**config.mk**
```make
export PLATFORM = sky130hd
export DESIGN_NAME = uyvy_to_rgba_converter_unit_flat
export DESIGN_NICKNAME = d
export VERILOG_FILES = /design/src/sv/uyvy2rgb_pkg.sv /design/src/sv/uyvy2rgb_if.sv /design/src/sv/uyvy2rgb_product.sv /design/src/sv/uyvy2rgb_sum.sv /design/src/sv/uyvy2rgb_clamp.sv /design/src/sv/uyvy_to_rgba_converter_unit.sv /design/src/flat_wrapper.sv
export SDC_FILE = /design/constraint.sdc
export NUM_CORES = 1
export LEC_CHECK = 0
export BUFFER_PORTS_ARGS = -buffer_cell sky130_fd_sc_hd__buf_2
export CAP_MARGIN = 20
export CORE_MARGIN = 1
export CORE_UTILIZATION = 45
export DETAILED_ROUTE_END_ITERATION = 6
export HOLD_SLACK_MARGIN = 0.08
export PLACE_DENSITY_LB_ADDON = 0.08
export SLEW_MARGIN = 20
export SYNTH_ARGS = -nofsm -noshare
export SYNTH_HDL_FRONTEND = slang
export SYNTH_HIERARCHICAL = 1
export SYNTH_SLANG_ARGS = --single-unit
```
**constraint.sdc**
```tcl
create_clock -name i_clk -period 7.8 [get_ports i_clk]
set_clock_uncertainty 0.1 [all_clocks]
set_input_delay 0.78 -clock i_clk [delete_from_list [all_inputs] [get_ports i_clk]]
set_output_delay 0.78 -clock i_clk [all_outputs]
set_load 0.01 [all_outputs]
```
**src/sv/uyvy2rgb_pkg.sv**
```systemverilog
// Shared types and helper functions for the UYVY to RGB pixel-pair converter.
// Depends on nothing; the stage modules, the top level and the testbench import it.
package uyvy2rgb_pkg;

    localparam int unsigned ChanW = 8;
    localparam int unsigned TermW = 18;
    localparam int unsigned SumW  = TermW + 1;

    localparam logic [TermW-1:0] LumaGain   = TermW'(298);
    localparam logic [TermW-1:0] RoundBias  = TermW'(128);
    localparam logic [ChanW-1:0] ChannelMax = ChanW'(255);

    typedef logic [ChanW-1:0]        t_chan;
    typedef logic signed [TermW-1:0] t_term;
    typedef logic signed [SumW-1:0]  t_sum;

    // Raw pixel pair as it arrives on the input channel.
    typedef struct packed {
        t_chan chroma_blue;
        t_chan luma_first;
        t_chan chroma_red;
        t_chan luma_second;
        logic  frame_end;
    } t_pix_pair;

    // Stage 1: luma bases and chroma contributions, all scaled by 256.
    typedef struct packed {
        t_term base_first;
        t_term base_second;
        t_term red_term;
        t_term green_term;
        t_term blue_term;
        logic  frame_end;
    } t_terms;

    // Stage 2: full channel sums before shift and clamp.
    typedef struct packed {
        t_sum red_first;
        t_sum green_first;
        t_sum blue_first;
        t_sum red_second;
        t_sum green_second;
        t_sum blue_second;
        logic frame_end;
    } t_sums;

    // Stage 3: final RGB pair.
    typedef struct packed {
        t_chan red_first;
        t_chan green_first;
        t_chan blue_first;
        t_chan red_second;
        t_chan green_second;
        t_chan blue_second;
        logic  frame_end;
    } t_rgb_pair;

    // Offset-binary byte minus 128 is the byte with its top bit flipped.
    function automatic logic signed [ChanW-1:0] chroma_diff(input t_chan code);
        chroma_diff = {~code[ChanW-1], code[ChanW-2:0]};
    endfunction

    // Divide by 256 and limit to 0..255.
    function automatic t_chan clamp_channel(input t_sum sum);
        if (sum[SumW-1]) begin
            clamp_channel = '0;
        end else if (|sum[SumW-2:ChanW+8]) begin
            clamp_channel = ChannelMax;
        end else begin
            clamp_channel = sum[ChanW+7:8];
        end
    endfunction

endpackage

```
**src/sv/uyvy2rgb_if.sv**
```systemverilog
// Valid/ready channel interfaces for the pixel-pair input and the RGB output.
// Depends on nothing; instantiated by the environment around the top level.
interface uyvy2rgb_pix_if;
    logic       valid;
    logic       ready;
    logic [7:0] chroma_blue;
    logic [7:0] luma_first;
    logic [7:0] chroma_red;
    logic [7:0] luma_second;
    logic       frame_end;

    modport source (
        output valid, chroma_blue, luma_first, chroma_red, luma_second, frame_end,
        input  ready
    );
    modport sink (
        input  valid, chroma_blue, luma_first, chroma_red, luma_second, frame_end,
        output ready
    );
endinterface

interface uyvy2rgb_rgb_if;
    logic       valid;
    logic       ready;
    logic [7:0] red_first;
    logic [7:0] green_first;
    logic [7:0] blue_first;
    logic [7:0] red_second;
    logic [7:0] green_second;
    logic [7:0] blue_second;
    logic       frame_end_out;

    modport source (
        output valid, red_first, green_first, blue_first,
               red_second, green_second, blue_second, frame_end_out,
        input  ready
    );
    modport sink (
        input  valid, red_first, green_first, blue_first,
               red_second, green_second, blue_second, frame_end_out,
        output ready
    );
endinterface

```
**src/sv/uyvy2rgb_product.sv**
```systemverilog
// First pipeline stage: constant multiplications of luma and chroma.
// Depends on uyvy2rgb_pkg.
module uyvy2rgb_product
    import uyvy2rgb_pkg::*;
(
    input  logic      i_clk,
    input  logic      i_en,
    input  t_pix_pair i_pair,
    output t_terms    o_terms
);

    logic signed [ChanW-1:0] du;
    logic signed [ChanW-1:0] dv;
    t_terms                  n_terms;
    t_terms                  r_terms;

    always_comb begin
        du = chroma_diff(i_pair.chroma_blue);
        dv = chroma_diff(i_pair.chroma_red);
        n_terms.base_first  = t_term'(TermW'(i_pair.luma_first) * LumaGain + RoundBias);
        n_terms.base_second = t_term'(TermW'(i_pair.luma_second) * LumaGain + RoundBias);
        n_terms.red_term    = t_term'(18'sd409 * dv);
        n_terms.green_term  = t_term'(18'sd0 - 18'sd100 * du - 18'sd208 * dv);
        n_terms.blue_term   = t_term'(18'sd516 * du);
        n_terms.frame_end   = i_pair.frame_end;
    end

    always_ff @(posedge i_clk) begin
        if (i_en) begin
            r_terms <= n_terms;
        end
    end

    assign o_terms = r_terms;

endmodule

```
**src/sv/uyvy2rgb_sum.sv**
```systemverilog
// Second pipeline stage: adds the luma base to each chroma contribution.
// Depends on uyvy2rgb_pkg.
module uyvy2rgb_sum
    import uyvy2rgb_pkg::*;
(
    input  logic   i_clk,
    input  logic   i_en,
    input  t_terms i_terms,
    output t_sums  o_sums
);

    t_sums n_sums;
    t_sums r_sums;

    always_comb begin
        n_sums.red_first    = t_sum'(i_terms.base_first)  + t_sum'(i_terms.red_term);
        n_sums.green_first  = t_sum'(i_terms.base_first)  + t_sum'(i_terms.green_term);
        n_sums.blue_first   = t_sum'(i_terms.base_first)  + t_sum'(i_terms.blue_term);
        n_sums.red_second   = t_sum'(i_terms.base_second) + t_sum'(i_terms.red_term);
        n_sums.green_second = t_sum'(i_terms.base_second) + t_sum'(i_terms.green_term);
        n_sums.blue_second  = t_sum'(i_terms.base_second) + t_sum'(i_terms.blue_term);
        n_sums.frame_end    = i_terms.frame_end;
    end

    always_ff @(posedge i_clk) begin
        if (i_en) begin
            r_sums <= n_sums;
        end
    end

    assign o_sums = r_sums;

endmodule

```
**src/sv/uyvy2rgb_clamp.sv**
```systemverilog
// Third pipeline stage: shift by eight and saturate each channel to 0..255.
// Depends on uyvy2rgb_pkg.
module uyvy2rgb_clamp
    import uyvy2rgb_pkg::*;
(
    input  logic      i_clk,
    input  logic      i_en,
    input  t_sums     i_sums,
    output t_rgb_pair o_rgb
);

    t_rgb_pair n_rgb;
    t_rgb_pair r_rgb;

    always_comb begin
        n_rgb.red_first    = clamp_channel(i_sums.red_first);
        n_rgb.green_first  = clamp_channel(i_sums.green_first);
        n_rgb.blue_first   = clamp_channel(i_sums.blue_first);
        n_rgb.red_second   = clamp_channel(i_sums.red_second);
        n_rgb.green_second = clamp_channel(i_sums.green_second);
        n_rgb.blue_second  = clamp_channel(i_sums.blue_second);
        n_rgb.frame_end    = i_sums.frame_end;
    end

    always_ff @(posedge i_clk) begin
        if (i_en) begin
            r_rgb <= n_rgb;
        end
    end

    assign o_rgb = r_rgb;

endmodule

```
**src/sv/uyvy_to_rgba_converter_unit.sv**
```systemverilog
// Path: an accepted input transaction moves through the product, sum and clamp
// registers to its output transaction. Throughput: one pixel pair per cycle;
// the three-stage pipeline takes a new transaction every cycle as long as the
// output side keeps taking results. Reset: synchronous, active low; it clears
// the stage valid bits only, so the pipeline comes out of reset empty and ready.
module uyvy_to_rgba_converter_unit
    import uyvy2rgb_pkg::*;
(
    input  logic           i_clk,
    input  logic           i_rst_n,
    uyvy2rgb_pix_if.sink   i_pix,
    uyvy2rgb_rgb_if.source o_rgb
);

    localparam int unsigned NumStages = 3;

    // One valid bit per register stage, moving along with the payload.
    logic [NumStages-1:0] r_valid;
    logic [NumStages-1:0] n_valid;
    logic [NumStages-1:0] stage_en;

    t_pix_pair in_pair;
    t_terms    terms;
    t_sums     sums;
    t_rgb_pair rgb;

    // A stage may load when it is empty or when the stage after it loads in the
    // same cycle. Bubbles are squeezed out, and a stalled stage holds its data.
    always_comb begin
        stage_en[2] = !r_valid[2] || o_rgb.ready;
        stage_en[1] = !r_valid[1] || stage_en[2];
        stage_en[0] = !r_valid[0] || stage_en[1];
    end

    always_comb begin
        n_valid = r_valid;
        if (stage_en[0]) begin
            n_valid[0] = i_pix.valid;
        end
        if (stage_en[1]) begin
            n_valid[1] = r_valid[0];
        end
        if (stage_en[2]) begin
            n_valid[2] = r_valid[1];
        end
    end

    always_ff @(posedge i_clk) begin
        if (!i_rst_n) begin
            r_valid <= '0;
        end else begin
            r_valid <= n_valid;
        end
    end

    assign i_pix.ready = stage_en[0];

    always_comb begin
        in_pair.chroma_blue = i_pix.chroma_blue;
        in_pair.luma_first  = i_pix.luma_first;
        in_pair.chroma_red  = i_pix.chroma_red;
        in_pair.luma_second = i_pix.luma_second;
        in_pair.frame_end   = i_pix.frame_end;
    end

    // Stage 1: luma times 298 plus rounding, and the three chroma products.
    uyvy2rgb_product u_product (
        .i_clk   (i_clk),
        .i_en    (stage_en[0]),
        .i_pair  (in_pair),
        .o_terms (terms)
    );

    // Stage 2: the six channel sums, sharing chroma terms across the pair.
    uyvy2rgb_sum u_sum (
        .i_clk   (i_clk),
        .i_en    (stage_en[1]),
        .i_terms (terms),
        .o_sums  (sums)
    );

    // Stage 3: divide by 256 and saturate; this is also the output register.
    uyvy2rgb_clamp u_clamp (
        .i_clk  (i_clk),
        .i_en   (stage_en[2]),
        .i_sums (sums),
        .o_rgb  (rgb)
    );

    assign o_rgb.valid         = r_valid[2];
    assign o_rgb.red_first     = rgb.red_first;
    assign o_rgb.green_first   = rgb.green_first;
    assign o_rgb.blue_first    = rgb.blue_first;
    assign o_rgb.red_second    = rgb.red_second;
    assign o_rgb.green_second  = rgb.green_second;
    assign o_rgb.blue_second   = rgb.blue_second;
    assign o_rgb.frame_end_out = rgb.frame_end;

`ifndef NO_ASSERTIONS
    // The pipeline is empty in the cycle after reset.
    a_empty_after_reset: assert property (@(posedge i_clk)
        !i_rst_n |=> r_valid == '0)
        else $error("pipeline not empty after reset");

    // An accepted input transaction always lands in the first stage.
    a_input_lands: assert property (@(posedge i_clk) disable iff (!i_rst_n)
        i_pix.valid && i_pix.ready |=> r_valid[0])
        else $error("accepted transaction lost at stage 1");

    // A stalled middle stage keeps its valid data and sums.
    a_mid_holds: assert property (@(posedge i_clk) disable iff (!i_rst_n)
        r_valid[1] && !stage_en[1] |=> r_valid[1] && $stable(sums))
        else $error("stalled stage 2 lost or changed its data");

    // The stage in front of a held output never advances into it.
    a_no_overrun: assert property (@(posedge i_clk) disable iff (!i_rst_n)
        r_valid[2] && !o_rgb.ready |=> r_valid[2] && $stable(rgb))
        else $error("output register overwritten while stalled");
`endif

endmodule

```
**src/flat_wrapper.sv**
```systemverilog
// flat-port wrapper written by rule: the top's interface ports become plain ports
module uyvy_to_rgba_converter_unit_flat import uyvy2rgb_pkg::*;
  (i_clk, i_rst_n, i_pix_valid, i_pix_chroma_blue, i_pix_luma_first, i_pix_chroma_red, i_pix_luma_second, i_pix_frame_end, i_pix_ready, o_rgb_valid, o_rgb_red_first, o_rgb_green_first, o_rgb_blue_first, o_rgb_red_second, o_rgb_green_second, o_rgb_blue_second, o_rgb_frame_end_out, o_rgb_ready);
  uyvy2rgb_pix_if i_pix_i ();
  uyvy2rgb_rgb_if o_rgb_i ();
  input  logic i_clk;
  input  logic i_rst_n;
  input wire logic [$bits(i_pix_i.valid)-1:0] i_pix_valid;
  input wire logic [$bits(i_pix_i.chroma_blue)-1:0] i_pix_chroma_blue;
  input wire logic [$bits(i_pix_i.luma_first)-1:0] i_pix_luma_first;
  input wire logic [$bits(i_pix_i.chroma_red)-1:0] i_pix_chroma_red;
  input wire logic [$bits(i_pix_i.luma_second)-1:0] i_pix_luma_second;
  input wire logic [$bits(i_pix_i.frame_end)-1:0] i_pix_frame_end;
  output wire logic [$bits(i_pix_i.ready)-1:0] i_pix_ready;
  output wire logic [$bits(o_rgb_i.valid)-1:0] o_rgb_valid;
  output wire logic [$bits(o_rgb_i.red_first)-1:0] o_rgb_red_first;
  output wire logic [$bits(o_rgb_i.green_first)-1:0] o_rgb_green_first;
  output wire logic [$bits(o_rgb_i.blue_first)-1:0] o_rgb_blue_first;
  output wire logic [$bits(o_rgb_i.red_second)-1:0] o_rgb_red_second;
  output wire logic [$bits(o_rgb_i.green_second)-1:0] o_rgb_green_second;
  output wire logic [$bits(o_rgb_i.blue_second)-1:0] o_rgb_blue_second;
  output wire logic [$bits(o_rgb_i.frame_end_out)-1:0] o_rgb_frame_end_out;
  input wire logic [$bits(o_rgb_i.ready)-1:0] o_rgb_ready;
  assign i_pix_i.valid = i_pix_valid;
  assign i_pix_i.chroma_blue = i_pix_chroma_blue;
  assign i_pix_i.luma_first = i_pix_luma_first;
  assign i_pix_i.chroma_red = i_pix_chroma_red;
  assign i_pix_i.luma_second = i_pix_luma_second;
  assign i_pix_i.frame_end = i_pix_frame_end;
  assign i_pix_ready = i_pix_i.ready;
  assign o_rgb_valid = o_rgb_i.valid;
  assign o_rgb_red_first = o_rgb_i.red_first;
  assign o_rgb_green_first = o_rgb_i.green_first;
  assign o_rgb_blue_first = o_rgb_i.blue_first;
  assign o_rgb_red_second = o_rgb_i.red_second;
  assign o_rgb_green_second = o_rgb_i.green_second;
  assign o_rgb_blue_second = o_rgb_i.blue_second;
  assign o_rgb_frame_end_out = o_rgb_i.frame_end_out;
  assign o_rgb_i.ready = o_rgb_ready;
  uyvy_to_rgba_converter_unit u_core (.i_clk(i_clk), .i_rst_n(i_rst_n), .i_pix(i_pix_i), .o_rgb(o_rgb_i));
endmodule
```
## Word-level counts from Yosys, hierarchy flattened

Cells that the tools add are included.

| storage, ports and cells | value |
|---|---|
| register bits | 256 |
| input bits | 37 |
| output and inout bits | 51 |

| operators by class | value |
|---|---|
| $add $sub $neg | 10 |
| multipliers | 6 |
| muxes and demuxes | 6 |
| bitwise operators | 2 |
| reductions and logical operators | 12 |

Operator list:

| kind | number |
|---|---|
| 18-bit by 18-bit adder with 19-bit output | 6 |
| 8-bit two-way mux | 6 |
| 17-bit by 8-bit adder with 18-bit output, second input constant | 2 |
| 8-bit by 8-bit multiplier with 16-bit output, second input constant | 2 |
| 10-bit by 8-bit multiplier with 18-bit output, first input constant | 1 |
| 17-bit by 17-bit subtractor with 18-bit output | 1 |
| 1-bit by 16-bit subtractor with 17-bit output, first input constant | 1 |
| 9-bit by 8-bit multiplier with 16-bit output, first input constant | 1 |
| 6-bit by 8-bit multiplier with 14-bit output, first input constant | 1 |
| 5-bit by 8-bit multiplier with 13-bit output, first input constant | 1 |
| 2-bit OR reduction | 6 |
| 1-bit zero test | 3 |
| 1-bit logical OR | 3 |
| 1-bit NOT | 2 |

## Depth between registers and ports, before layout

| depth | value |
|---|---|
| depth after elaboration | 4 |
| mapped depth | 22 |
| gate-level depth less buffers | 21 |

## By module

Netlist, hierarchy kept.

By module, submodules not included:

| module | instances | cells an instance | area each (um^2) |
|---|---|---|---|
| uyvy2rgb_product | 1 | 823 | 8,882.3 |
| uyvy2rgb_sum | 1 | 825 | 8,773.4 |
| uyvy2rgb_clamp | 1 | 163 | 2,289.7 |
| uyvy_to_rgba_converter_unit | 1 | 12 | 122.6 |

## Worst setup path before layout

No wires, ideal clock.

| path | value |
|---|---|
| path type | in2reg |
| start | in i_pix_chroma_blue[1] |
| end | reg u_core.u_product.r_terms (netlist bit u_core/u_product/o_terms[35]), data pin |
| setup time | 0.135 ns |
| arrival time | 4.808 ns |
| setup slack | 2.757 ns |
| stages on the path | 19 |
| buffers on the path | 0 |
| cell sequence | ha_1 -> fa_1 -> ha_1 -> ha_1 -> fa_1 -> a21oi_1 -> nor2_1 -> nor2_1 -> o21bai_1 -> a21oi_1 -> xor2_1 -> ha_1 -> ha_1 -> and2_1 -> or2_1 -> nand2_1 -> nand2_1 -> or4_1 -> nand3_1 |

RTL lines:

| item | line | RTL |
|---|---|---|
| start: declaration | flat_wrapper.sv:9 | `input wire logic [$bits(i_pix_i.chroma_blue)-1:0] i_pix_chroma_blue;` |
| end signal: assignment | uyvy2rgb_product.sv:30 | `r_terms <= n_terms;` |
| end: declaration | uyvy2rgb_product.sv:15 | `t_terms r_terms;` |

==> flow_results.org <==
** Clock tree
- Clock tree from TritonCTS :: built
- CTS saw 203 sinks.
- The number of setup buffers added after CTS is 0.
- Clock latency on the worst-skew pair, taken at its later pin, is 0.52 ns.
- Clock transition at the registers of the reported paths :: 0.05 ns
- CTS built an H-tree with a depth of 1.
- For this design, the CTS-stage hold fixing added 0 buffers.
- PostCTS Resize Cnt :: 0
- TritonCTS created 25 clock buffers.
- The tree is rooted in a sky130_fd_sc_hd__clkbuf_16.
- Bufs on Longest Clock Path :: 3

** Synthesis
- For this run, the number of Yosys warnings is 6.
- Post-synthesis cell count :: 1691
- Syn avg cell area :: 10.69 um^2
- The mapped netlist covers 0.01807 mm^2.

** Placed design
- Number of buffer cells added on primary ports :: 87
- Detailed placement ended at an HPWL of 33.34 mm.
- Placed inst area :: 0.01890 mm^2
- At the end of routability-driven placement, the weighted congestion stood at 0.8987.
- Timing analysis after detailed placement gives a worst setup slack of 2.286 ns.

** Global route
- Grt total ovfl :: 0
- The via count of the first global-routing pass is 11860.
- Combined global-route utilization of all metal layers :: 0.1994
- The first global-routing pass estimated 64.54 mm of wire.
- Entering global routing, the biggest net connects 68 pins.
- Initial antenna violation count :: 1

** Floorplanning
- Die Y :: 202.4 um
- Die ar. :: 0.04096 mm^2
- Number of rows created at floorplan :: 73
- During I/O placement, the number of pins put on the boundary was 88.
- For this configuration, the core starts out at a cell density of 0.4558.
- Core region area :: 0.03964 mm^2
- From left edge to right edge, the die measures 202.4 um.

** Critical path
- Cell with the biggest individual delay on the critical path :: sky130_fd_sc_hd__fa_1
- Of all nets on the critical path, the largest fanout is 6.
- For the worst setup path, the data arrival time is 5.24 ns.
- Worst path cell trace :: buf_2 > ha_1 > fa_1 > ha_1 > ha_1 > fa_1 > a21oi_1 > nor2_1 > nor2_1 > o21bai_1 > a21oi_1 > xor2_1 > ha_1 > ha_1 > and2_1 > or2_1 > nand2_1 > nand2_1 > or4_1 > nand3_1
- STA classifies the critical path startpoint as an input port.
- Counting both buffers and inverters, the worst setup path holds a total of 1.
- Crit end category :: flip-flop
- The worst setup path is of the in2reg kind.
- On the critical path the largest part of the delay comes from adder cells.
- Longest individual stage delay on the worst path :: 0.46 ns
- Critical path's most frequent cell :: sky130_fd_sc_hd__ha_1
- Data on the critical path is required at its endpoint by 8.08 ns.

** STA
- Based on the critical path, the design can be clocked at up to 201.5 MHz.
- The worst path needs 4.964 ns of the cycle, external delays included.
- Final Hold Viols :: 0
- For the final routed database, the setup TNS stands at 0 ns.
- RSZ-0062 raised after global routing :: no
- Total count of max-transition violations in the final report :: 0
- Tightest Pin Transition :: 1.003 ns
- Slew headroom :: 0.3306
- Setup slack of the critical path after layout :: 2.836 ns
- Fin crit share :: 0.6364
- Setup violators final :: 0

** Route
- Wires add up to 40.89 mm.
- Remaining antenna violation count after routing :: 0
- Routed via count :: 12680
- In this run, the number of DRC markers left after iteration 0 of detailed routing was 725.
- Dividing the detail-routed via count by the number of cells gives 5.476.
- After detailed routing, the number of remaining DRC violations is 0.
- Number of detailed-routing iterations run before antenna repair :: 5
- Dividing the detail-routed wire length by the instance count gives 17.66 um.

** Layout
- The area growth from synthesis to layout is 8.939%.
- Number of diodes :: 0
- Core Util, Final :: 0.4966
- Nets@finish :: 2182
- Share of final-layout standard cells stronger than drive strength 1 :: 0.1207
- Final std cell area, no fill :: 0.01969 mm^2

** Power
- Fraction of power consumed by the clock network :: 0.132
- Sequential cell fraction of total power :: 0.299
- Internal Pwr Total :: 0.004657 W
- Combinational Power Share :: 0.569
- Lkg Pwr :: 8.785 nW
- Of the total power, the share spent switching nets is 0.4366.
- Worst IR drop on VDD :: 290.5 uV
- Switch Pwr :: 0.003608 W
- For this design the ratio of total power to cell area is 419.9 mW/mm^2.
- Overall power consumption after layout is estimated at 0.008265 W.

** Flow run
- Count of maximum capacitance violations :: 0

** Hold path
- Min-Delay Path Class :: reg2reg

** Outcome
- Result of the run :: complete, no violations
-- worst register-to-register path, delay by kind of cell, from the launching register on --
kind / cells / cell delay [ns]
flops: 1 / 0.56
simple gates: 1 / 0.46
fa+ha+maj: 1 / 0.42
compound gates: 5 / 0.94
-- layout make-up --
cell class | instances | area [um^2]
Clock buffer | 31 | 648.1
Clock inverter | 14 | 132.6
Inverter | 170 | 639.4
Tap cell | 525 | 656.9
Sequential cell | 203 | 6066
Multi-Input combinational cell | 1283 | 11090
Timing Repair Buffer | 89 | 450.4
Fill cell | 3684 | 19960
-- per-layer routing --
layer,vias up,global-route usage,share of wire
met4,2,0.04914,0.022
li1,6365,-,-
met3,49,0.01886,0.039
met5,-,0,0.00032
met2,258,0.3189,0.45
met1,6002,0.2890,0.49
-- per-stage QoR --
step,hold WS [ns],std cells
after floorplan,0.3003,1696
after global placement,0.3006,2270
after detailed placement,0.3133,2270
after CTS,0.3206,2315
after global routing,0.3305,2315
final,0.3205,2315
-- worst paths after layout --
path	from	endpoint	slack, ns	cells after the start
worst min-delay path	u_core/u_sum/o_sums[0]	u_core/u_clamp/o_rgb[0]	0.32	0
worst max-delay path	i_pix_chroma_blue[1]	u_core/u_product/o_terms[35]	2.84	20
worst max register to register	u_core/u_product/o_terms[66]	u_core/u_sum/o_sums[55]	5.16	7
worst min register to register	u_core/u_sum/o_sums[0]	u_core/u_clamp/o_rgb[0]	0.32	0
-- placed cells by master, fill, tap and decap left out, types with 19 or more instances in the layout --
cell type                     n
sky130_fd_sc_hd__a21o_1      47
sky130_fd_sc_hd__a21oi_1    100
sky130_fd_sc_hd__buf_2       87
sky130_fd_sc_hd__clkbuf_16   25
sky130_fd_sc_hd__edfxtp_1   200
sky130_fd_sc_hd__fa_1        47
sky130_fd_sc_hd__ha_1       326
sky130_fd_sc_hd__inv_1      167
sky130_fd_sc_hd__nand2_1     58
sky130_fd_sc_hd__nand2b_1    19
sky130_fd_sc_hd__nand3_1     31
sky130_fd_sc_hd__nor2_1     110
sky130_fd_sc_hd__nor3_1      25
sky130_fd_sc_hd__nor3_2      48
sky130_fd_sc_hd__o21ai_0     52
sky130_fd_sc_hd__xnor2_1     94
sky130_fd_sc_hd__xor2_1      33
-- power groups by stage --
stage	Combinational [W]	Clock, W	Sequential, W
final	0.00471	0.00109	0.00247
after global routing	0.00526	0.00117	0.00253
after global placement	0.00463	0	0.00250
after CTS	0.00470	0.00113	0.00248
after floorplan	0.00375	0	0.00224
after detailed placement	0.00467	0	0.00250
-- registers in the layout (all words and copies together) (netlist names) --
name / count
u_core/r_valid: 3
u_core/u_clamp/o_rgb: 49
u_core/u_product/o_terms: 84
u_core/u_sum/o_sums: 67
(Power assumes the default switching activity.)
